===== src/hdl/y2p_pkg.sv =====
// Types, codes and constants shared by the YUV 4:4:4 to planar 4:2:0 converter.
// No dependencies.
package y2p_pkg;

  localparam int unsigned MAX_PAIR_COLUMNS_DEF = 2048;
  localparam int unsigned MAX_PAIR_ROWS_DEF    = 2048;
  localparam int unsigned CFG_W                = 12;
  localparam int unsigned PADDR_W              = 3;
  localparam int unsigned CFG_IDX_W            = 1;
  localparam int unsigned QUEUE_DEPTH          = 4;
  localparam int unsigned QUEUE_PTR_W          = 2;
  localparam int unsigned LUMA_IDX_W           = 24;

  localparam logic [CFG_IDX_W-1:0] CFG_PAIR_COLUMNS = 1'b0;
  localparam logic [CFG_IDX_W-1:0] CFG_PAIR_ROWS    = 1'b1;

  typedef enum logic [1:0] {
    PLANE_LUMA = 2'd0,
    PLANE_CB   = 2'd1,
    PLANE_CR   = 2'd2
  } plane_e;

  typedef enum logic [1:0] {
    KIND_LEFT  = 2'd0,
    KIND_UPPER = 2'd1,
    KIND_LOWER = 2'd2
  } kind_e;

  typedef enum logic [1:0] {
    PH_LUMA = 2'd0,
    PH_CB   = 2'd1,
    PH_CR   = 2'd2
  } phase_e;

  typedef struct packed {
    logic [7:0] luma_in;
    logic [7:0] cb_in;
    logic [7:0] cr_in;
  } pixel_t;

  typedef struct packed {
    plane_e                  plane;
    logic [7:0]              sample;
    logic [LUMA_IDX_W-1:0]   plane_index;
    logic                    last_of_item;
    logic                    frame_end;
  } result_t;

  typedef struct packed {
    logic [7:0]              luma;
    logic [8:0]              sum_u;
    logic [8:0]              sum_v;
    logic [LUMA_IDX_W-1:0]   luma_idx;
    logic [LUMA_IDX_W-1:0]   chroma_idx;
    kind_e                   kind;
    logic                    last_pixel;
  } item_t;

endpackage


===== src/hdl/y2p_queue.sv =====
// Short queue of classified pixel words between front end and back end.
// Depends on y2p_pkg.
module y2p_queue import y2p_pkg::*; #(
  parameter int unsigned SLOT_W = 11
) (
  input  logic              clk_i,
  input  logic              rst_ni,
  input  logic              push_i,
  input  item_t             push_item_i,
  input  logic [SLOT_W-1:0] push_slot_i,
  output logic              full_o,
  input  logic              pop_i,
  output logic              empty_o,
  output item_t             head_item_o,
  output logic [SLOT_W-1:0] head_slot_o
);

  item_t                  item_q [QUEUE_DEPTH];
  logic [SLOT_W-1:0]      slot_q [QUEUE_DEPTH];
  logic [QUEUE_PTR_W-1:0] wr_q, rd_q;
  logic [QUEUE_PTR_W:0]   cnt_q;

  assign full_o      = cnt_q == (QUEUE_PTR_W+1)'(QUEUE_DEPTH);
  assign empty_o     = cnt_q == '0;
  assign head_item_o = item_q[rd_q];
  assign head_slot_o = slot_q[rd_q];

  always_ff @(posedge clk_i) begin
    if (push_i) begin
      item_q[wr_q] <= push_item_i;
      slot_q[wr_q] <= push_slot_i;
    end
  end

  always_ff @(posedge clk_i or negedge rst_ni) begin
    if (!rst_ni) begin
      wr_q  <= '0;
      rd_q  <= '0;
      cnt_q <= '0;
    end else begin
      if (push_i) begin
        wr_q <= wr_q + 1'b1;
      end
      if (pop_i) begin
        rd_q <= rd_q + 1'b1;
      end
      cnt_q <= cnt_q + (QUEUE_PTR_W+1)'(push_i) - (QUEUE_PTR_W+1)'(pop_i);
    end
  end

endmodule


===== config.mk =====
export PLATFORM = sky130hd
export DESIGN_NAME = y2p_queue
export DESIGN_NICKNAME = d
export VERILOG_FILES = /design/src/hdl/y2p_pkg.sv /design/src/hdl/y2p_queue.sv
export SDC_FILE = /design/constraint.sdc
export NUM_CORES = 1
export LEC_CHECK = 0
export BUFFER_PORTS_ARGS = -buffer_cell sky130_fd_sc_hd__buf_2
export CORE_MARGIN = 2
export CORE_UTILIZATION = 59
export CTS_BUF_LIST = sky130_fd_sc_hd__clkbuf_4 sky130_fd_sc_hd__clkbuf_8
export CTS_CLUSTER_DIAMETER = 120
export CTS_CLUSTER_SIZE = 28
export DETAILED_ROUTE_END_ITERATION = 8
export PLACE_DENSITY = 0.88
export SYNTH_ARGS = -nofsm -noshare
export SYNTH_HDL_FRONTEND = slang
export SYNTH_SLANG_ARGS = --single-unit

===== constraint.sdc =====
create_clock -name clk_i -period 4.4 [get_ports clk_i]
set_clock_uncertainty 0.1 [all_clocks]
set_input_delay 0.44 -clock clk_i [delete_from_list [all_inputs] [get_ports clk_i]]
set_output_delay 0.44 -clock clk_i [all_outputs]
set_load 0.05 [all_outputs]

==> results_dict.tcl, run 1 <==
set metrics [dict create \
    status "finished clean" \
    holdWs_ns 0.0283 \
    fin_total_pwr_mw 10.5 \
    setup_viol 0 \
    cts.reportedPaths.clkPinSlew_ns 0.15 \
    max_freq_mhz 304 \
    grt_pass1_vias 6492 \
    cts_tree "yes" \
    synth_compound_area_share_pct 0.0380 \
    hp-class "in2reg" \
    critical_path_buf_inv_count 2 \
    power.leakage_nw 5.24 \
    grt-ovfl-total 0 \
    slowest_stage "dfrtp_4" \
    worst_slew_pin_slew_ns 1.02 \
    firstDrtPassIters 4 \
    vdd_drop_max_mv 0.553 \
    dp_hpwl_um 14000 \
    die-area_um2 23600 \
    syn2layout_area_growth_pct 16.2 \
    ys_warn_count 0 \
    setup.worst_path.start_class "flip-flop" \
    ant_nets 0 \
    crit_fanout 36 \
    place_congestion 0.711 \
    synth.distinct_cells 18 \
    pin_count 182 \
    path_cells "buf_4, mux4_2, buf_2" \
    drc 0 \
    die_h_um 153 \
    endpoint_kind "output port" \
    synth-xor-area-share_pct 0.332 \
    postCtsSetupRepairBufs 0 \
    layout_min_cycle_time_ns 3.29 \
    num_vias 5938 \
    timing.max_cap.violations 0 \
    dieWidth_um 153 \
    rsz0062_at_grt "false" \
    clockBufferDepth 3 \
    cp_slowest_stage_delay_ns 0.94 \
    synthCells 494 \
    drtIter0Drc 416 \
    synth-seq-area-share_pct 81.5 \
    wirelength_um 23200 \
    synth_top_family_by_area "multiplexers" \
    setup_tns_ns 0 \
    grt_pass1_wl_um 35900 \
    synth-seq-cells 359 \
    crit_family "flip-flops" \
    syn_nets 593 \
    path_class "reg2out" \
    synth-simple-area-share_pct 0.332 \
    avgRoutedWirePerCell_um 22.3 \
    cts_root_buffer "clkbuf_8" \
    cp.required_ns 3.86 \
    numClockSinks 359 \
    maxSlewViolCount 0 \
    post_drt_via_cell_ratio 5.69 \
    grt_max_degree 69 \
    htreeDepth 1 \
    hold_viol 0 \
    period_share_pct 74.7 \
    layout-drive-gt1-share_pct 40.6 \
    antenna_found_initial 1 \
    arrival_ns 2.75 \
    rows 54 \
    start_util_pct 60.2 \
    avgSynthCellArea_um2 26.7 \
    max_slew_margin_pct 31.9 \
    synthAdderAreaFrac_pct 0.721 \
    fillers 1299 \
    cts_buffers 16 \
    powerDensity_nw_per_um2 687 \
    layout.nets 857 \
    clock_latency_ns 0.54 \
    design.core.area_um2 21900 \
    synthMuxAreaShare_pct 15.0 \
    io_buffer_count 181 \
    grt_usage_pct 19.7 \
    syn-cell-area_um2 13200 \
]
-- final cells by class --
cell class | instances | area [µm²] | area share [%]
diodes | 1 | 2.50 | 0.0163
clock buffers | 22 | 272 | 1.77
clock inverters | 1 | 6.26 | 0.0408
inverters | 6 | 22.5 | 0.147
multi-input cells | 109 | 2180 | 14.2
flip-flops and latches | 359 | 10800 | 70.2
well taps | 280 | 350 | 2.29
repair buffers | 266 | 1740 | 11.3
-- worst register-to-register path: cells and delay by family, from the launching register on --
family                     cells  cell delay [ns]
and+or+nand+nor                1             0.80
buffers and inverters          2             0.55
DFF                            1             0.46
adders and majority gates      1             0.15
-- per-stage QoR --
step                instances  instance area (µm²)  worst slack (ns)  utilization, %
floorplan                 494                13200              1.18               -
global placement          947                14300              1.71            65.4
detailed placement        947                14300              1.67            65.4
CTS                      1041                15300              1.00            69.9
global route             1044                15300             0.906            70.0
finish                   1044                15300              1.11            70.0
-- synthesized netlist by cell type --
library cell | number | share of area (%)
dfrtp_1 | 7 | 1.3
buf_2 | 8 | 0.30
xor2_1 | 2 | 0.13
xnor2_1 | 3 | 0.20
buf_12 | 9 | 1.4
ha_1 | 6 | 0.57
and2_1 | 4 | 0.19
mux4_2 | 88 | 15
o21ai_0 | 1 | 0.038
and3_1 | 1 | 0.047
buf_4 | 1 | 0.057
buf_6 | 1 | 0.085
inv_1 | 6 | 0.17
fa_1 | 1 | 0.15
clkbuf_4 | 1 | 0.057
edfxtp_1 | 352 | 80
nand2_1 | 2 | 0.057
nor3_1 | 1 | 0.038
-- state kept, by name, indices dropped and copies added, names as in the netlist --
signal,flops
wr_q,2
cnt_q,3
slot_q,44
rd_q,2
item_q,308
-- report_power, final --
| part | switching (mW) | internal (mW) |
|---|---|---|
| clock network | 0.874 | 0.406 |
| registers | 0.329 | 4.47 |
| logic | 3.07 | 1.38 |
| total | 4.27 | 6.25 |
-- per-layer routing --
metal,global-route usage (%),vias to the layer above,share of wire [%]
met5,0,-,0
met4,4.37,0,1.7
met3,3.49,34,6.7
met2,34.6,215,53
met1,26.4,3065,38
li1,-,2624,-
-- repair_timing --
| item | in CTS | in global routing |
|---|---|---|
| gates resized for setup | 0 | 0 |
| hold buffers | 71 | 2 |
| endpoints found under the hold margin | 271 | 8 |
-- placed cells by master, fill, tap and decap left out --
master and n:
nor3_1 1, edfxtp_1 352, fa_1 1, xor2_1 2, buf_12 1, clkbuf_8 17, and2_4 4, buf_2 181
dfrtp_1 5, diode_2 1, and3_1 1, mux4_2 88, ha_1 6, o21ai_0 1, nand2_1 2, inv_1 6
xnor2_1 3, dfrtp_4 2, dlygate4sd3_1 73, clkbuf_4 5, buf_4 11, inv_4 1
-- kinds of logic after synthesis --
group | count (synthesis)
xor gates and xnor gates | 5
AOI/OAI and AO/OA | 1
and+or+nand+nor | 8
DFF | 359
adders and majority gates | 7
muxes | 88
buffers and inverters | 26
-- path summary, 6_finish.rpt --
check	cells after the start	start	slack, ns	to
min in group asynchronous	2	rst_ni	0.15	cnt_q[0]
setup reg to reg	4	wr_q[0]	2.00	item_q[2][72]
max in group asynchronous	2	rst_ni	3.88	rd_q[0]
hold reg to reg	1	wr_q[0]	0.48	wr_q[0]
hold / removal	1	push_item_i[67]	0.03	item_q[1][67]
setup / recovery	3	rd_q[0]	1.11	head_slot_o[7]
No activity file was read; power rests on OpenSTA's default activity.
==> run 2, diff against run 1 <==
- CORE_UTILIZATION: 59 -> 53
- PLACE_DENSITY: 0.88 -> 0.83
- clock period: 4.4 -> 2.8 ns (I/O delays scaled with it)
==> results_dict.tcl, run 2 (synthesized netlist as in run 1, its figures left out) <==
set metrics [dict create \
    drc 0 \
    grt_max_degree 60 \
    design.core.area_um2 24400 \
    critical_path_buf_inv_count 2 \
    crit_family "flip-flops" \
    worst_slew_pin_slew_ns 0.754 \
    cp_slowest_stage_delay_ns 0.70 \
    firstDrtPassIters 5 \
    drtIter0Drc 483 \
    path_cells "buf_4, mux4_2, buf_2" \
    io_buffer_count 181 \
    setup_tns_ns 0 \
    layout.nets 878 \
    grt-ovfl-total 0 \
    setup_viol 0 \
    reg_top3 "item_q (308), slot_q (44), cnt_q (3)" \
    grt_pass1_wl_um 37900 \
    layout_common_cells "edfxtp_1 (352), buf_2 (181), dlygate4sd3_1 (92)" \
    pin_count 182 \
    numClockSinks 359 \
    antenna_found_initial 2 \
    syn2layout_area_growth_pct 19.0 \
    seq_area_um2 10800 \
    min_from "push_item_i[7]" \
    regToRegSetupSlack_ns 0.78 \
    max_freq_mhz 380 \
    hold_viol 0 \
    htreeDepth 1 \
    power.leakage_nw 5.35 \
    vdd_drop_max_mv 0.846 \
    holdPathStages 2 \
    cts_root_buffer "clkbuf_8" \
    clock_latency_ns 0.55 \
    largest_register_ffs 308 \
    hold_end "item_q[3][7]" \
    largest-register "item_q" \
    cts_buffers 16 \
    fillers 1583 \
    hp-class "in2reg" \
    ant_nets 0 \
    avgRoutedWirePerCell_um 22.0 \
    cts.reportedPaths.clkPinSlew_ns 0.16 \
    place_congestion 0.717 \
    placed_cells 992 \
    period_share_pct 93.9 \
    pre_cts_ws_ns 0.611 \
    r2r.worst_path.cells 4 \
    slowest_stage "dfrtp_4" \
    layout_min_cycle_time_ns 2.63 \
    clockBufferDepth 3 \
    r2r-start "wr_q[0]" \
    setup_ws_ns 0.171 \
    setup.worst_path.start_class "flip-flop" \
    post_cts_resized 0 \
    wirelength_um 24500 \
    max_slew_margin_pct 49.7 \
    maxSlewViolCount 0 \
    multi_input_area_um2 2180 \
    start_util_pct 54.1 \
    endpoint_kind "output port" \
    final_cell_area_um2 15700 \
    powerDensity_nw_per_um2 1070 \
    reg2reg_to "item_q[2][5]" \
    post_drt_via_cell_ratio 5.45 \
    arrival_ns 2.25 \
    timing.max_cap.violations 0 \
    die_h_um 162 \
    cp.required_ns 2.42 \
    dpl-instance-area_um2 14500 \
    dp_hpwl_um 14700 \
    crit_fanout 21 \
    fin_total_pwr_mw 16.8 \
    rows 57 \
    die-area_um2 26200 \
    final_common_cell "edfxtp_1" \
    dieWidth_um 162 \
    rsz0062_at_grt "false" \
    cts_tree "yes" \
    status "finished clean" \
    grt_usage_pct 19.0 \
    num_vias 6051 \
    final_cells 1110 \
    grt_pass1_vias 6803 \
    path_class "reg2out" \
    layout-drive-gt1-share_pct 39.8 \
]
[run 2: cell types whose count changed in the layout (fill, tap and decap cells not counted), sizes merged]
cell,before,now
diode,1,2
dlygate4sd3,73,92
buf,193,195
[run 2: routing by layer]
metal	wire [µm]	up-vias	global-route usage (%)
met5	0	-	0
met4	296	0	3.42
met3	1740	27	3.75
met2	13100	233	34.6
met1	9330	3129	24.4
li1	-	2662	-
[run 2: area by class of cell]
class	count	area share [%]
Inverter	6	0.144
Timing Repair Buffer	287	13.0
Antenna cell	2	0.0319
Multi-Input combinational cell	109	13.9
Sequential cell	359	68.6
Clock inverter	1	0.0399
Tap cell	324	2.58
Clock buffer	22	1.73
[run 2: metrics by stage]
step / utilization (%) / hold WS, ns
2_1_floorplan: - / -0.116
3_3_place_gp: 59.2 / 0.0139
3_5_place_dp: 59.2 / 0.0211
4_1_cts: 64.3 / 0.324
5_1_grt: 64.3 / 0.336
6_report: 64.3 / 0.375
[run 2: worst max path at each step]
stage | from | end | cells past startpoint
3_5_place_dp | rd_q[1] | head_item_o[65] | 3
4_1_cts | rd_q[1] | head_item_o[65] | 3
3_3_place_gp | rd_q[1] | head_item_o[49] | 3
2_1_floorplan | wr_q[0] | item_q[0][0] | 3
6_report | rd_q[1] | head_slot_o[3] | 3
5_1_grt | rd_q[1] | head_slot_o[3] | 3
[run 2: report_power, final]
part / internal [mW] / switching [mW] / leakage (nW) / total, mW
clock: 0.637 / 1.37 / 0.150 / 2.00
sequential: 7.02 / 0.326 / 3.31 / 7.35
combinational: 2.30 / 5.11 / 1.89 / 7.41
[run 2: repair_timing]
action | 4_1_cts | 5_1_grt
hold buffers | 92 | 0
setup endpoints to repair | 21 | 0
hold endpoints to repair | 364 | 0
setup buffers | 1 | 0
==> run 3, diff against run 2 <==
- GPL_TIMING_DRIVEN: not set -> 0
- MAX_ROUTING_LAYER: not set -> met4
==> results_dict.tcl, run 3 (synthesized netlist as in run 1, its figures left out) <==
set metrics [dict create \
    status "finished clean" \
    crit_start "rd_q[1]" \
    cts.reportedPaths.clkPinSlew_ns 0.16 \
    ant_nets 0 \
    setup_ws_ns 0.130 \
    layout_common_cells "edfxtp_1 (352), buf_2 (189), dlygate4sd3_1 (92)" \
    drtIter0Drc 376 \
    arrival_ns 2.29 \
    min_from "push_item_i[17]" \
    post_drt_via_cell_ratio 5.46 \
    clock_latency_ns 0.56 \
    drc 0 \
    pre_cts_ws_ns 0.571 \
    place_congestion 0.718 \
    combPwrFrac_pct 45.1 \
    numClockSinks 359 \
    grt_usage_pct 19.7 \
    max_slew_margin_pct 44.3 \
    start_util_pct 54.1 \
    clockBufferDepth 3 \
    design.core.area_um2 24400 \
    cts_tree "yes" \
    io_buffer_count 181 \
    fillers 1638 \
    firstDrtPassIters 4 \
    p_int_mw 10.2 \
    worst_slew_pin_slew_ns 0.836 \
    reg_top3 "item_q (308), slot_q (44), cnt_q (3)" \
    layout.nets 888 \
    cts_root_buffer "clkbuf_8" \
    ctsHoldBuffers 92 \
    seq_area_um2 10700 \
    setup.worst_path.start_class "flip-flop" \
    max_freq_mhz 375 \
    setup_tns_ns 0 \
    cts_buffers 16 \
    die_h_um 162 \
    multi_input_area_um2 2180 \
    pwr-share-clk_pct 12.4 \
    wirelength_um 24800 \
    final_common_cell "edfxtp_1" \
    swShare_pct 40.3 \
    postCtsSetupRepairBufs 0 \
    dieWidth_um 162 \
    antenna_found_initial 0 \
    crit_fanout 10 \
    maxSlewViolCount 0 \
    syn2layout_area_growth_pct 20.1 \
    timing.max_cap.violations 0 \
    vdd_drop_max_mv 1.14 \
    num_vias 6137 \
    period_share_pct 95.4 \
    seqPwrFrac_pct 42.4 \
    layout-drive-gt1-share_pct 40.7 \
    pin_count 182 \
    cp.required_ns 2.42 \
    dpl-instance-area_um2 14600 \
    finish.utilization_pct 64.9 \
    antennaDiodeCount 0 \
    final_cell_area_um2 15800 \
    grt_max_degree 54 \
    rows 57 \
    r2r-start "wr_q[0]" \
    rsz0062_at_grt "false" \
    layout_min_cycle_time_ns 2.67 \
    grt_pass1_vias 6787 \
    powerDensity_nw_per_um2 1080 \
    dp_hpwl_um 15000 \
    largest_register_ffs 308 \
    post_cts_resized 0 \
    grt_pass1_wl_um 37800 \
    avgRoutedWirePerCell_um 22.1 \
    hold_viol 0 \
    path_class "reg2out" \
    grt-ovfl-total 0 \
    largest-register "item_q" \
    htreeDepth 1 \
    endpoint_kind "output port" \
    setup_viol 0 \
    hp-class "in2reg" \
    die-area_um2 26200 \
    p_sw_mw 6.89 \
    power.leakage_nw 5.44 \
]
## run 3: area by class of cell
cell class,instances,share of cell area [%]
buffer,20,1.56
clock buffer,27,1.95
clock inverter,1,0.0474
inverter,6,0.142
multi-input combinational,109,13.8
sequential,359,67.8
tap,324,2.56
timing repair buffer,277,12.1
## run 3: layer usage
metal | routed length (µm) | up-vias | GRT usage [%]
met5 | 0 | - | -
met2 | 13300 | 210 | 35.4
met1 | 9600 | 3204 | 23.8
met3 | 1460 | 37 | 3.40
li1 | - | 2686 | -
met4 | 429 | 0 | 4.18
## run 3: final timing paths
path | to | slack (ns) | cells past startpoint
min reg2reg | wr_q[0] | 0.47 | 1
min in group asynchronous | rd_q[1] | 0.57 | 3
max | head_slot_o[0] | 0.13 | 5
min | item_q[3][17] | 0.36 | 2
max in group asynchronous | cnt_q[0] | 1.78 | 3
max reg2reg | item_q[0][30] | 0.57 | 4
## run 3: per-stage QoR
step	power, mW	std cells	hold WS [ns]
after floorplan	13.3	494	-0.116
after global placement	14.9	999	0.0113
after detailed placement	15.1	1003	0.0188
after CTS	17.3	1123	0.319
after global routing	17.8	1123	0.334
final	17.1	1123	0.362
## run 3: power groups by stage
stage	registers (mW)	clock network, mW	logic, mW
global route	7.33	2.35	8.11
CTS	7.26	2.20	7.83
detailed placement	7.39	0	7.71
finish	7.25	2.13	7.72
global placement	7.36	0	7.50
floorplan	7.30	0	6.01
## run 3: critical path, stage by stage (launching register included)
cell and delay, ns:
dfrtp_1 0.36, buf_2 0.25, buf_4 0.25, clkbuf_4 0.26, mux4_2 0.36, buf_2 0.24
