**config.mk**
```make
export PLATFORM = sky130hd
export DESIGN_NAME = y2p_front_flat
export DESIGN_NICKNAME = d
export VERILOG_FILES = /design/src/hdl/y2p_pkg.sv /design/src/hdl/y2p_if.sv /design/src/hdl/y2p_front.sv /design/src/flat_wrapper.sv
export SDC_FILE = /design/constraint.sdc
export NUM_CORES = 1
export LEC_CHECK = 0
export ABC_AREA = 0
export BUFFER_PORTS_ARGS = -buffer_cell sky130_fd_sc_hd__buf_2
export CAP_MARGIN = 30
export CELL_PAD_IN_SITES_DETAIL_PLACEMENT = 1
export CELL_PAD_IN_SITES_GLOBAL_PLACEMENT = 1
export CORE_MARGIN = 10
export CORE_UTILIZATION = 45
export DETAILED_ROUTE_END_ITERATION = 10
export PLACE_DENSITY = 0.95
export SLEW_MARGIN = 25
export SYNTH_ARGS = -nofsm -noshare
export SYNTH_HDL_FRONTEND = slang
export SYNTH_SLANG_ARGS = --single-unit
```
**constraint.sdc**
```tcl
create_clock -name clk_i -period 12.3 [get_ports clk_i]
set_clock_uncertainty 0.15 [all_clocks]
set_input_delay 0.615 -clock clk_i [delete_from_list [all_inputs] [get_ports clk_i]]
set_output_delay 0.615 -clock clk_i [all_outputs]
set_load 0.02 [all_outputs]
```
**src/hdl/y2p_pkg.sv**
```systemverilog
// Types, codes and constants shared by the YUV 4:4:4 to planar 4:2:0 converter.
// No dependencies.
package y2p_pkg;

  localparam int unsigned MAX_PAIR_COLUMNS_DEF = 2048;
  localparam int unsigned MAX_PAIR_ROWS_DEF    = 2048;
  localparam int unsigned CFG_W                = 12;
  localparam int unsigned PADDR_W              = 3;
  localparam int unsigned CFG_IDX_W            = 1;
  localparam int unsigned QUEUE_DEPTH          = 4;
  localparam int unsigned QUEUE_PTR_W          = 2;
  localparam int unsigned LUMA_IDX_W           = 24;

  localparam logic [CFG_IDX_W-1:0] CFG_PAIR_COLUMNS = 1'b0;
  localparam logic [CFG_IDX_W-1:0] CFG_PAIR_ROWS    = 1'b1;

  typedef enum logic [1:0] {
    PLANE_LUMA = 2'd0,
    PLANE_CB   = 2'd1,
    PLANE_CR   = 2'd2
  } plane_e;

  typedef enum logic [1:0] {
    KIND_LEFT  = 2'd0,
    KIND_UPPER = 2'd1,
    KIND_LOWER = 2'd2
  } kind_e;

  typedef enum logic [1:0] {
    PH_LUMA = 2'd0,
    PH_CB   = 2'd1,
    PH_CR   = 2'd2
  } phase_e;

  typedef struct packed {
    logic [7:0] luma_in;
    logic [7:0] cb_in;
    logic [7:0] cr_in;
  } pixel_t;

  typedef struct packed {
    plane_e                  plane;
    logic [7:0]              sample;
    logic [LUMA_IDX_W-1:0]   plane_index;
    logic                    last_of_item;
    logic                    frame_end;
  } result_t;

  typedef struct packed {
    logic [7:0]              luma;
    logic [8:0]              sum_u;
    logic [8:0]              sum_v;
    logic [LUMA_IDX_W-1:0]   luma_idx;
    logic [LUMA_IDX_W-1:0]   chroma_idx;
    kind_e                   kind;
    logic                    last_pixel;
  } item_t;

endpackage

```
**src/hdl/y2p_if.sv**
```systemverilog
// Valid/ready word channels for pixels in and plane samples out.
// Depends on y2p_pkg.
interface y2p_pix_if import y2p_pkg::*; ();
  logic   valid;
  logic   ready;
  pixel_t payload;

  modport source (output valid, output payload, input ready);
  modport sink (input valid, input payload, output ready);
endinterface


```
**src/hdl/y2p_front.sv**
```systemverilog
// Front end: configuration registers, raster position, left chroma hold and
// classification of each pixel word. Depends on y2p_pkg and y2p_if.
module y2p_front import y2p_pkg::*; #(
  parameter int unsigned MAX_PAIR_COLUMNS = MAX_PAIR_COLUMNS_DEF,
  parameter int unsigned MAX_PAIR_ROWS    = MAX_PAIR_ROWS_DEF,
  parameter int unsigned SLOT_W           = 11
) (
  input  logic               clk_i,
  input  logic               rst_ni,
  input  logic               psel,
  input  logic               penable,
  input  logic               pwrite,
  input  logic [PADDR_W-1:0] paddr,
  input  logic [31:0]        pwdata,
  output logic [31:0]        prdata,
  output logic               pready,
  y2p_pix_if.sink            pix_i,
  output logic               push_o,
  output item_t              push_item_o,
  output logic [SLOT_W-1:0]  push_slot_o,
  input  logic               full_i
);

  localparam int unsigned CMP_W = 15;

  logic [CFG_W-1:0]      pc_q, pr_q;
  logic [CFG_W-1:0]      x_q, x_d, y_q, y_d;
  logic [15:0]           hold_q, hold_d;
  logic [LUMA_IDX_W-1:0] lidx_q, lidx_d, cidx_q, cidx_d;
  logic                  cfg_we;
  logic [CFG_W-1:0]      wval;
  logic [CFG_W-1:0]      clamp_c, clamp_r;
  logic [CFG_W:0]        w, h, xn, yn;
  logic [CFG_W-1:0]      xr, yr;
  logic                  oor, origin, last_pixel, accept;
  logic [LUMA_IDX_W-1:0] lidx_eff, cidx_eff;
  logic [CFG_W-2:0]      pair;
  kind_e                 kind;

  assign pready = 1'b1;
  assign cfg_we = psel & penable & pwrite;
  assign wval   = pwdata[CFG_W-1:0];

  always_comb begin
    if (wval == '0) begin
      clamp_c = CFG_W'(1);
    end else if (CMP_W'(wval) > CMP_W'(MAX_PAIR_COLUMNS)) begin
      clamp_c = CFG_W'(MAX_PAIR_COLUMNS);
    end else begin
      clamp_c = wval;
    end
    if (wval == '0) begin
      clamp_r = CFG_W'(1);
    end else if (CMP_W'(wval) > CMP_W'(MAX_PAIR_ROWS)) begin
      clamp_r = CFG_W'(MAX_PAIR_ROWS);
    end else begin
      clamp_r = wval;
    end
  end

  always_comb begin
    case (paddr[PADDR_W-1:2])
      CFG_PAIR_COLUMNS: prdata = 32'(pc_q);
      CFG_PAIR_ROWS:    prdata = 32'(pr_q);
      default:          prdata = '0;
    endcase
  end

  assign w      = {pc_q, 1'b0};
  assign h      = {pr_q, 1'b0};
  assign oor    = ({1'b0, x_q} >= w) || ({1'b0, y_q} >= h);
  assign xr     = oor ? '0 : x_q;
  assign yr     = oor ? '0 : y_q;
  assign origin = (xr == '0) && (yr == '0);
  assign last_pixel = ({1'b0, xr} == w - 1'b1) && ({1'b0, yr} == h - 1'b1);
  assign lidx_eff   = origin ? '0 : lidx_q;
  assign cidx_eff   = origin ? '0 : cidx_q;
  assign pair       = xr[CFG_W-1:1];

  always_comb begin
    if (!xr[0]) begin
      kind = KIND_LEFT;
    end else if (!yr[0]) begin
      kind = KIND_UPPER;
    end else begin
      kind = KIND_LOWER;
    end
  end

  assign accept      = pix_i.valid & ~full_i;
  assign pix_i.ready = ~full_i;
  assign push_o      = accept;

  always_comb begin
    push_item_o.luma       = pix_i.payload.luma_in;
    push_item_o.sum_u      = 9'(hold_q[7:0]) + 9'(pix_i.payload.cb_in);
    push_item_o.sum_v      = 9'(hold_q[15:8]) + 9'(pix_i.payload.cr_in);
    push_item_o.luma_idx   = lidx_eff;
    push_item_o.chroma_idx = cidx_eff;
    push_item_o.kind       = kind;
    push_item_o.last_pixel = last_pixel;
    if (CMP_W'(pair) >= CMP_W'(MAX_PAIR_COLUMNS)) begin
      push_slot_o = SLOT_W'(MAX_PAIR_COLUMNS - 1);
    end else begin
      push_slot_o = SLOT_W'(pair);
    end
  end

  always_comb begin
    xn     = {1'b0, xr} + 1'b1;
    yn     = {1'b0, yr};
    x_d    = x_q;
    y_d    = y_q;
    hold_d = hold_q;
    lidx_d = lidx_q;
    cidx_d = cidx_q;
    if (xn >= w) begin
      xn = '0;
      yn = yn + 1'b1;
      if (yn >= h) begin
        yn = '0;
      end
    end
    if (accept) begin
      x_d    = xn[CFG_W-1:0];
      y_d    = yn[CFG_W-1:0];
      lidx_d = lidx_eff + 1'b1;
      cidx_d = cidx_eff + LUMA_IDX_W'(kind == KIND_LOWER);
      if (kind == KIND_LEFT) begin
        hold_d = {pix_i.payload.cr_in, pix_i.payload.cb_in};
      end
    end
    if (cfg_we) begin
      x_d = '0;
      y_d = '0;
    end
  end

  always_ff @(posedge clk_i or negedge rst_ni) begin
    if (!rst_ni) begin
      pc_q   <= CFG_W'(1);
      pr_q   <= CFG_W'(1);
      x_q    <= '0;
      y_q    <= '0;
      hold_q <= '0;
      lidx_q <= '0;
      cidx_q <= '0;
    end else begin
      x_q    <= x_d;
      y_q    <= y_d;
      hold_q <= hold_d;
      lidx_q <= lidx_d;
      cidx_q <= cidx_d;
      if (cfg_we && paddr[PADDR_W-1:2] == CFG_PAIR_COLUMNS) begin
        pc_q <= clamp_c;
      end
      if (cfg_we && paddr[PADDR_W-1:2] == CFG_PAIR_ROWS) begin
        pr_q <= clamp_r;
      end
    end
  end

endmodule

```
**src/flat_wrapper.sv**
```systemverilog
// flat-port wrapper written by rule: the top's interface ports become plain ports
module y2p_front_flat import y2p_pkg::*;
#(
  parameter int unsigned MAX_PAIR_COLUMNS = MAX_PAIR_COLUMNS_DEF,
  parameter int unsigned MAX_PAIR_ROWS    = MAX_PAIR_ROWS_DEF,
  parameter int unsigned SLOT_W           = 11
)
  (clk_i, rst_ni, psel, penable, pwrite, paddr, pwdata, prdata, pready, push_o, push_item_o, push_slot_o, full_i, pix_i_valid, pix_i_payload, pix_i_ready);
  y2p_pix_if pix_i_i ();
  input  logic clk_i;
  input  logic rst_ni;
  input  logic psel;
  input  logic penable;
  input  logic pwrite;
  input  logic [PADDR_W-1:0] paddr;
  input  logic [31:0] pwdata;
  output logic [31:0] prdata;
  output logic pready;
  output logic push_o;
  output item_t push_item_o;
  output logic [SLOT_W-1:0] push_slot_o;
  input  logic full_i;
  input wire logic [$bits(pix_i_i.valid)-1:0] pix_i_valid;
  input wire logic [$bits(pix_i_i.payload)-1:0] pix_i_payload;
  output wire logic [$bits(pix_i_i.ready)-1:0] pix_i_ready;
  assign pix_i_i.valid = pix_i_valid;
  assign pix_i_i.payload = pix_i_payload;
  assign pix_i_ready = pix_i_i.ready;
  y2p_front #(.MAX_PAIR_COLUMNS(MAX_PAIR_COLUMNS), .MAX_PAIR_ROWS(MAX_PAIR_ROWS), .SLOT_W(SLOT_W)) u_core (.clk_i(clk_i), .rst_ni(rst_ni), .psel(psel), .penable(penable), .pwrite(pwrite), .paddr(paddr), .pwdata(pwdata), .prdata(prdata), .pready(pready), .pix_i(pix_i_i), .push_o(push_o), .push_item_o(push_item_o), .push_slot_o(push_slot_o), .full_i(full_i));
endmodule
```
==> results of run 1 <==
## sequential cells by signal (all words and copies together) (netlist names)
| name | cells |
|---|---|
| u_core.cidx_q | 24 |
| u_core.lidx_q | 24 |
| u_core.hold_q | 16 |
| u_core.pc_q | 12 |
| u_core.pr_q | 12 |
| u_core.x_q | 12 |
| u_core.y_q | 12 |
## report_power, final
| part | internal [mW] | total (mW) | switching, mW |
|---|---|---|---|
| Clock | 0.164 | 0.319 | 0.155 |
| Sequential | 0.415 | 0.472 | 0.0576 |
| Combinational | 0.273 | 0.792 | 0.519 |
## cell type report
type | count | area, um2 | area share
well taps | 265 | 332 | 0.0335
repair buffers | 138 | 716 | 0.0724
flip-flops and latches | 112 | 2810 | 0.284
multi-input cells | 836 | 5490 | 0.555
inverters | 60 | 225 | 0.0228
clock inverters | 7 | 92.6 | 0.00937
clock buffers | 9 | 225 | 0.0228
## path summary, 6_finish.rpt
kind,startpoint,to,cells past startpoint
worst min-delay path,rst_ni,u_core.hold_q[1],1
worst min register to register,u_core.cidx_q[0],u_core.cidx_q[0],2
min in group clk_i,u_core.cidx_q[0],u_core.cidx_q[0],2
worst max-delay path,u_core.pc_q[9],u_core.y_q[7],23
worst max register to register,u_core.pc_q[9],u_core.y_q[7],23
max in group asynchronous,rst_ni,u_core.cidx_q[1],2
## worst max-delay path, delay by kind of cell, from the launching register on
| kind | cells | cell delay [ns] |
|---|---|---|
| AND/OR/NAND/NOR | 12 | 2.78 |
| AO/OA/AOI/OAI | 6 | 1.74 |
| buffers and inverters | 2 | 0.30 |
| adder cells (fa/ha/maj) | 3 | 0.66 |
| flip-flops | 1 | 0.44 |
## cells in the mapped netlist, types with 30 or more instances
master,n
xnor2_1,46
and2_1,59
ha_1,71
nand2_1,125
clkbuf_1,39
nor2_1,60
buf_4,30
a21oi_1,38
dfrtp_1,110
o21ai_0,90
nand3_1,46
inv_1,60
## kinds of logic after synthesis
group / count (synthesis) / share of synthesized area
buffers and inverters: 147 / 0.0773
flip-flops: 112 / 0.315
other: 2 / 0.000844
adder cells (fa/ha/maj): 73 / 0.104
AO/OA/AOI/OAI: 229 / 0.166
AND/OR/NAND/NOR: 422 / 0.241
XOR/XNOR: 73 / 0.0734
multiplexers: 18 / 0.0228
## metrics by stage
step	power, mW	utilization	cells	setup slack, ns
after floorplan	1.03	-	1095	6.65
after global routing	1.69	0.508	1427	5.82
after global placement	1.22	0.491	1410	6.44
after CTS	1.59	0.508	1427	6.19
final	1.58	0.508	1427	6.10
after detailed placement	1.26	0.491	1411	6.25
## layer usage
layer	global-route usage	up-vias
li1	-	3851
met1	0.256	4214
met2	0.376	278
met3	0.0412	49
met4	0.0684	0
met5	0	-
==> impl_metrics.csv, run 1 <==
group,metric,value,unit
finish,fillCellCount,2382,
routing,first_iter_violations,542,
routing,postRouteAntennaNets,0,
synth,ys_warn_count,0,
sta,report.final.slew_viol_count,0,
clock_network,h-tree-depth,3,
floorplan,die_y,161,um
sta,grt_setup_unrepaired,"no",
clock_network,post_cts_buffers,0,
job,cap_violations,0,
clock_network,clockBufferDepth,2,
grt,grtUsageTotal,0.214,
finish,final_cell_mix,"buf_2 (128), nand2_1 (125), dfrtp_1 (110)",
sta,post-route-period-util,0.504,
sta,max_freq,161,MHz
status,status,"complete, no violations",
worst_setup_path,cp_max_fo,9,
synth,ys_ff_latch,112,
finish,antennaDiodeCount,0,
synth,synth_edf_count,0,
clock_network,numCtsBuffers,9,
placement,dp_hpwl,21700,um
clock_network,ctsHoldBuffers,0,
clock_network,clock_latency,0.37,ns
sta,slew_headroom,0.382,
worst_setup_path,cp-start-kind,"register",
synth,ys.flop_type,"dfrtp_1",
routing,viasPerCell,5.88,
floorplan,dieArea,25800,um2
finish,syn2layout_area_growth,11.0,%
worst_setup_path,crit_arrival,6.30,ns
worst_setup_path,r2r_slack,6.10,ns
placement,port_buffers,129,
synth,netlist_area,8900,um2
routing,wl_met2,14100,um
worst_setup_path,crit_chain,"inv_1 > ha_1 > a211oi_1 > nor3_1 > a211o_1 > a211o_1 > nor2_2 > nand2_1 > inv_1 > ha_1 > and3_1 > and3_1 > and3_1 > nand3_1 > or2_2 > a21oi_1 > ha_1 > nand3_1 > or4_1 > or4b_1 > o211ai_2 > nor2_2 > a221o_1",
routing,wl_met3,1450,um
sta,whs,0.163,ns
routing,vias,8392,
finish,post-route-cell-area,9890,um2
routing,routed_wl,28300,um
clock_network,cts_resized,0,
worst_setup_path,cpPeakStageDelay,0.55,ns
finish,layout_commonest_cell,"buf_2",
worst_setup_path,crit_type,"reg -> reg",
finish,num-nets-final,1296,
sta,tns,0,ns
clock_network,cts_sinks,112,
power_and_ir_drop,leakage,4.76,nW
clock_network,clk_pin_slew_worst_paths,0.08,ns
routing,firstDrtPassIters,6,
synth,synthDistinctLibCells,66,
sta,tightestPinTransition,0.924,ns
floorplan,start_util,0.457,
clock_network,root_buffer,"clkbuf_16",
power_and_ir_drop,vdd_drop_max,105,uV
grt,grt_pass1_wl,46300,um
routing,drc,0,
floorplan,dieWidth,161,um
sta,finalCriticalPeriod,6.20,ns
synth,ys_top_cells_by_area,"dfrtp_1 (31%), ha_1 (10%), nand2_1 (5.3%)",
synth,seq_area_frac_synth,0.315,
worst_setup_path,worstPathRequired,12.40,ns
power_and_ir_drop,power_density,160,nW/um2
synth,yosysTopAreaCell,"dfrtp_1",
sta,hold_violations,0,
routing,top_layer_used,"met4",
sta,setup_violations,0,
floorplan,row_count,51,
floorplan,core_area,19500,um2
grt,antenna_found_initial,0,
synth,syn-instance-count,1076,
finish,drive_gt1_frac,0.161,
placement,placed_cell_area,9560,um2
grt,grt_pass1_vias,8888,
worst_setup_path,critPathSlowestCell,"or4b_1",
routing,met1_length,12100,um
clock_network,tritoncts,"built",
synth,synth-async-reset-ratio,1.00,
grt,grt_max_degree,65,
synth,syn-mean-instance-area,8.27,um2
synth,yosysTopAreaCellShare,0.309,
placement,place.gp.congestion,0.931,
routing,wl_per_cell,19.8,um
grt,overflow,0,
floorplan,ios,189,
worst_hold_path,min_path_type,"in -> async",
worst_setup_path,crit_path_end_kind,"register",
Note: power is estimated with default switching activity, not from simulation.
==> run 2, diff against run 1 <==
Settings changed: CORE_UTILIZATION 45 to 41, PLACE_DENSITY 0.95 to 0.91.
Clock period 12.3 ns to 6.45 ns, I/O delays scaled along.
==> impl_metrics.csv, run 2 (synthesized netlist as in run 1, its figures left out) <==
group,metric,value,unit
status,status,"complete, no violations",
finish,num-nets-final,1317,
routing,wl_met3,1720,um
job,cap_violations,0,
finish,fillCellCount,2585,
placement,post-place-ws,0.405,ns
worst_hold_path,min_path_cells,3,
power_and_ir_drop,power_switching,1.41,mW
grt,grt_max_degree,68,
floorplan,start_util,0.420,
grt,grt_pass1_wl,47000,um
routing,drc,0,
worst_hold_path,holdPathEnd,"u_core.hold_q[1]",
clock_network,post_cts_buffers,0,
power_and_ir_drop,p_int,1.61,mW
sta,finalWorstSetupSlack,0.310,ns
routing,viasPerCell,5.74,
sta,max_freq,163,MHz
floorplan,dieArea,28000,um2
worst_hold_path,min_path_type,"in -> reg",
floorplan,dieWidth,167,um
routing,met1_length,12000,um
routing,wl_per_cell,19.7,um
sta,finalCriticalPeriod,6.14,ns
sta,tightestPinTransition,0.821,ns
finish,top_regs,"u_core.cidx_q x24, u_core.lidx_q x24, u_core.hold_q x16",
worst_setup_path,worstRegToRegCells,23,
finish,antennaDiodeCount,0,
floorplan,core_area,21200,um2
clock_network,root_buffer,"clkbuf_16",
sta,tns,0,ns
sta,report.final.slew_viol_count,0,
placement,place.gp.congestion,0.938,
routing,first_iter_violations,494,
finish,post-route-util,0.475,
worst_setup_path,crit_type,"reg -> reg",
finish,final_cell_mix,"buf_2 (128), nand2_1 (125), dfrtp_1 (110)",
power_and_ir_drop,power_density,299,nW/um2
power_and_ir_drop,switching_share,0.467,
grt,grtUsageTotal,0.199,
routing,postRouteAntennaNets,0,
worst_setup_path,cp-start-kind,"register",
worst_hold_path,hold_start,"pix_i_payload[9]",
sta,hold_violations,0,
worst_setup_path,crit_arrival,6.23,ns
routing,vias,8375,
routing,top_layer_used,"met4",
sta,slew_headroom,0.448,
routing,firstDrtPassIters,5,
finish,syn2layout_area_growth,13.2,%
finish,layout_commonest_cell,"buf_2",
clock_network,tritoncts,"built",
worst_setup_path,rr_startpoint,"u_core.pc_q[9]",
worst_setup_path,rr_endpoint,"u_core.y_q[7]",
sta,setup_violations,0,
clock_network,numCtsBuffers,9,
clock_network,clockBufferDepth,2,
worst_setup_path,r2r_slack,0.31,ns
grt,antenna_found_initial,0,
worst_setup_path,cp_max_fo,9,
power_and_ir_drop,p_comb_frac,0.513,
floorplan,ios,189,
clock_network,clk_pin_slew_worst_paths,0.09,ns
grt,overflow,0,
clock_network,h-tree-depth,3,
finish,drive_gt1_frac,0.177,
clock_network,cts_sinks,112,
grt,grt_pass1_vias,8990,
power_and_ir_drop,vdd_drop_max,202,uV
worst_setup_path,crit_path_end_kind,"register",
placement,dp_hpwl,21900,um
floorplan,die_y,167,um
power_and_ir_drop,p_clk_frac,0.196,
routing,routed_wl,28700,um
sta,grt_setup_unrepaired,"no",
sta,post-route-period-util,0.952,
worst_setup_path,worstPathRequired,6.54,ns
routing,wl_met2,14000,um
power_and_ir_drop,p_seq_frac,0.291,
clock_network,clock_latency,0.37,ns
floorplan,row_count,53,
worst_setup_path,critPathLaunch,"u_core.pc_q[9]",
placement,port_buffers,129,
power_and_ir_drop,leakage,4.86,nW
-- run 2: power groups by stage --
stage	clock network (mW)	logic, mW	registers (mW)
3_3_place_gp	0	1.46	0.882
6_report	0.591	1.55	0.876
5_1_grt	0.638	1.71	0.890
2_1_floorplan	0	1.10	0.860
4_1_cts	0.611	1.55	0.875
3_5_place_dp	0	1.54	0.890
-- run 2: layout make-up --
type,instances,area (um2),share of cell area
Clock buffer,9,225,0.0224
Clock inverter,7,83.8,0.00832
Inverter,60,225,0.0224
Multi-Input combinational cell,836,5500,0.546
Sequential cell,112,2810,0.278
Tap cell,275,344,0.0342
Timing Repair Buffer,159,892,0.0886
-- run 2: worst max-delay path, cell delays in order (launching register included) --
cell	delay [ns]
dfrtp_1	0.42
inv_1	0.20
ha_1	0.30
a211oi_1	0.24
nor3_1	0.09
a211o_1	0.27
a211o_2	0.42
nor2_2	0.16
nand2_1	0.12
inv_1	0.08
ha_1	0.18
and3_1	0.23
and3_1	0.24
and3_1	0.24
nand3_1	0.17
or2_2	0.33
a21oi_1	0.18
ha_1	0.19
nand3_1	0.07
or4_1	0.46
or4b_1	0.56
o211ai_4	0.22
nor2_2	0.11
a221o_1	0.38
-- run 2: repair_timing --
item	CTS	global route
hold buffers	1	0
setup endpoints to repair	0	6
resized for setup	0	3
hold endpoints to repair	66	0
-- run 2: how the worst max path moves through the flow --
stage,slack (ns),depth (start not counted),end
final,0.31,23,u_core.y_q[7]
after global placement,0.70,23,u_core.y_q[7]
after global routing,0.01,23,u_core.y_q[7]
after CTS,0.28,23,u_core.y_q[7]
after detailed placement,0.40,23,u_core.y_q[5]
after floorplan,0.80,27,u_core.y_q[7]
-- run 2: through the flow --
stage / instance area [um2] / total power, mW / std cells / hold slack, ns
2_1_floorplan: 8970 / 1.96 / 1095 / -0.123
3_3_place_gp: 9700 / 2.34 / 1438 / 0.300
3_5_place_dp: 9710 / 2.43 / 1439 / 0.316
4_1_cts: 10000 / 3.03 / 1456 / 0.0389
5_1_grt: 10100 / 3.24 / 1458 / 0.0425
6_report: 10100 / 3.01 / 1458 / 0.0559
-- run 2: per-layer routing --
metal	up-vias	global-route usage
li1	3900	-
met1	4132	0.238
met2	270	0.341
met3	73	0.0445
met4	0	0.0734
met5	-	0
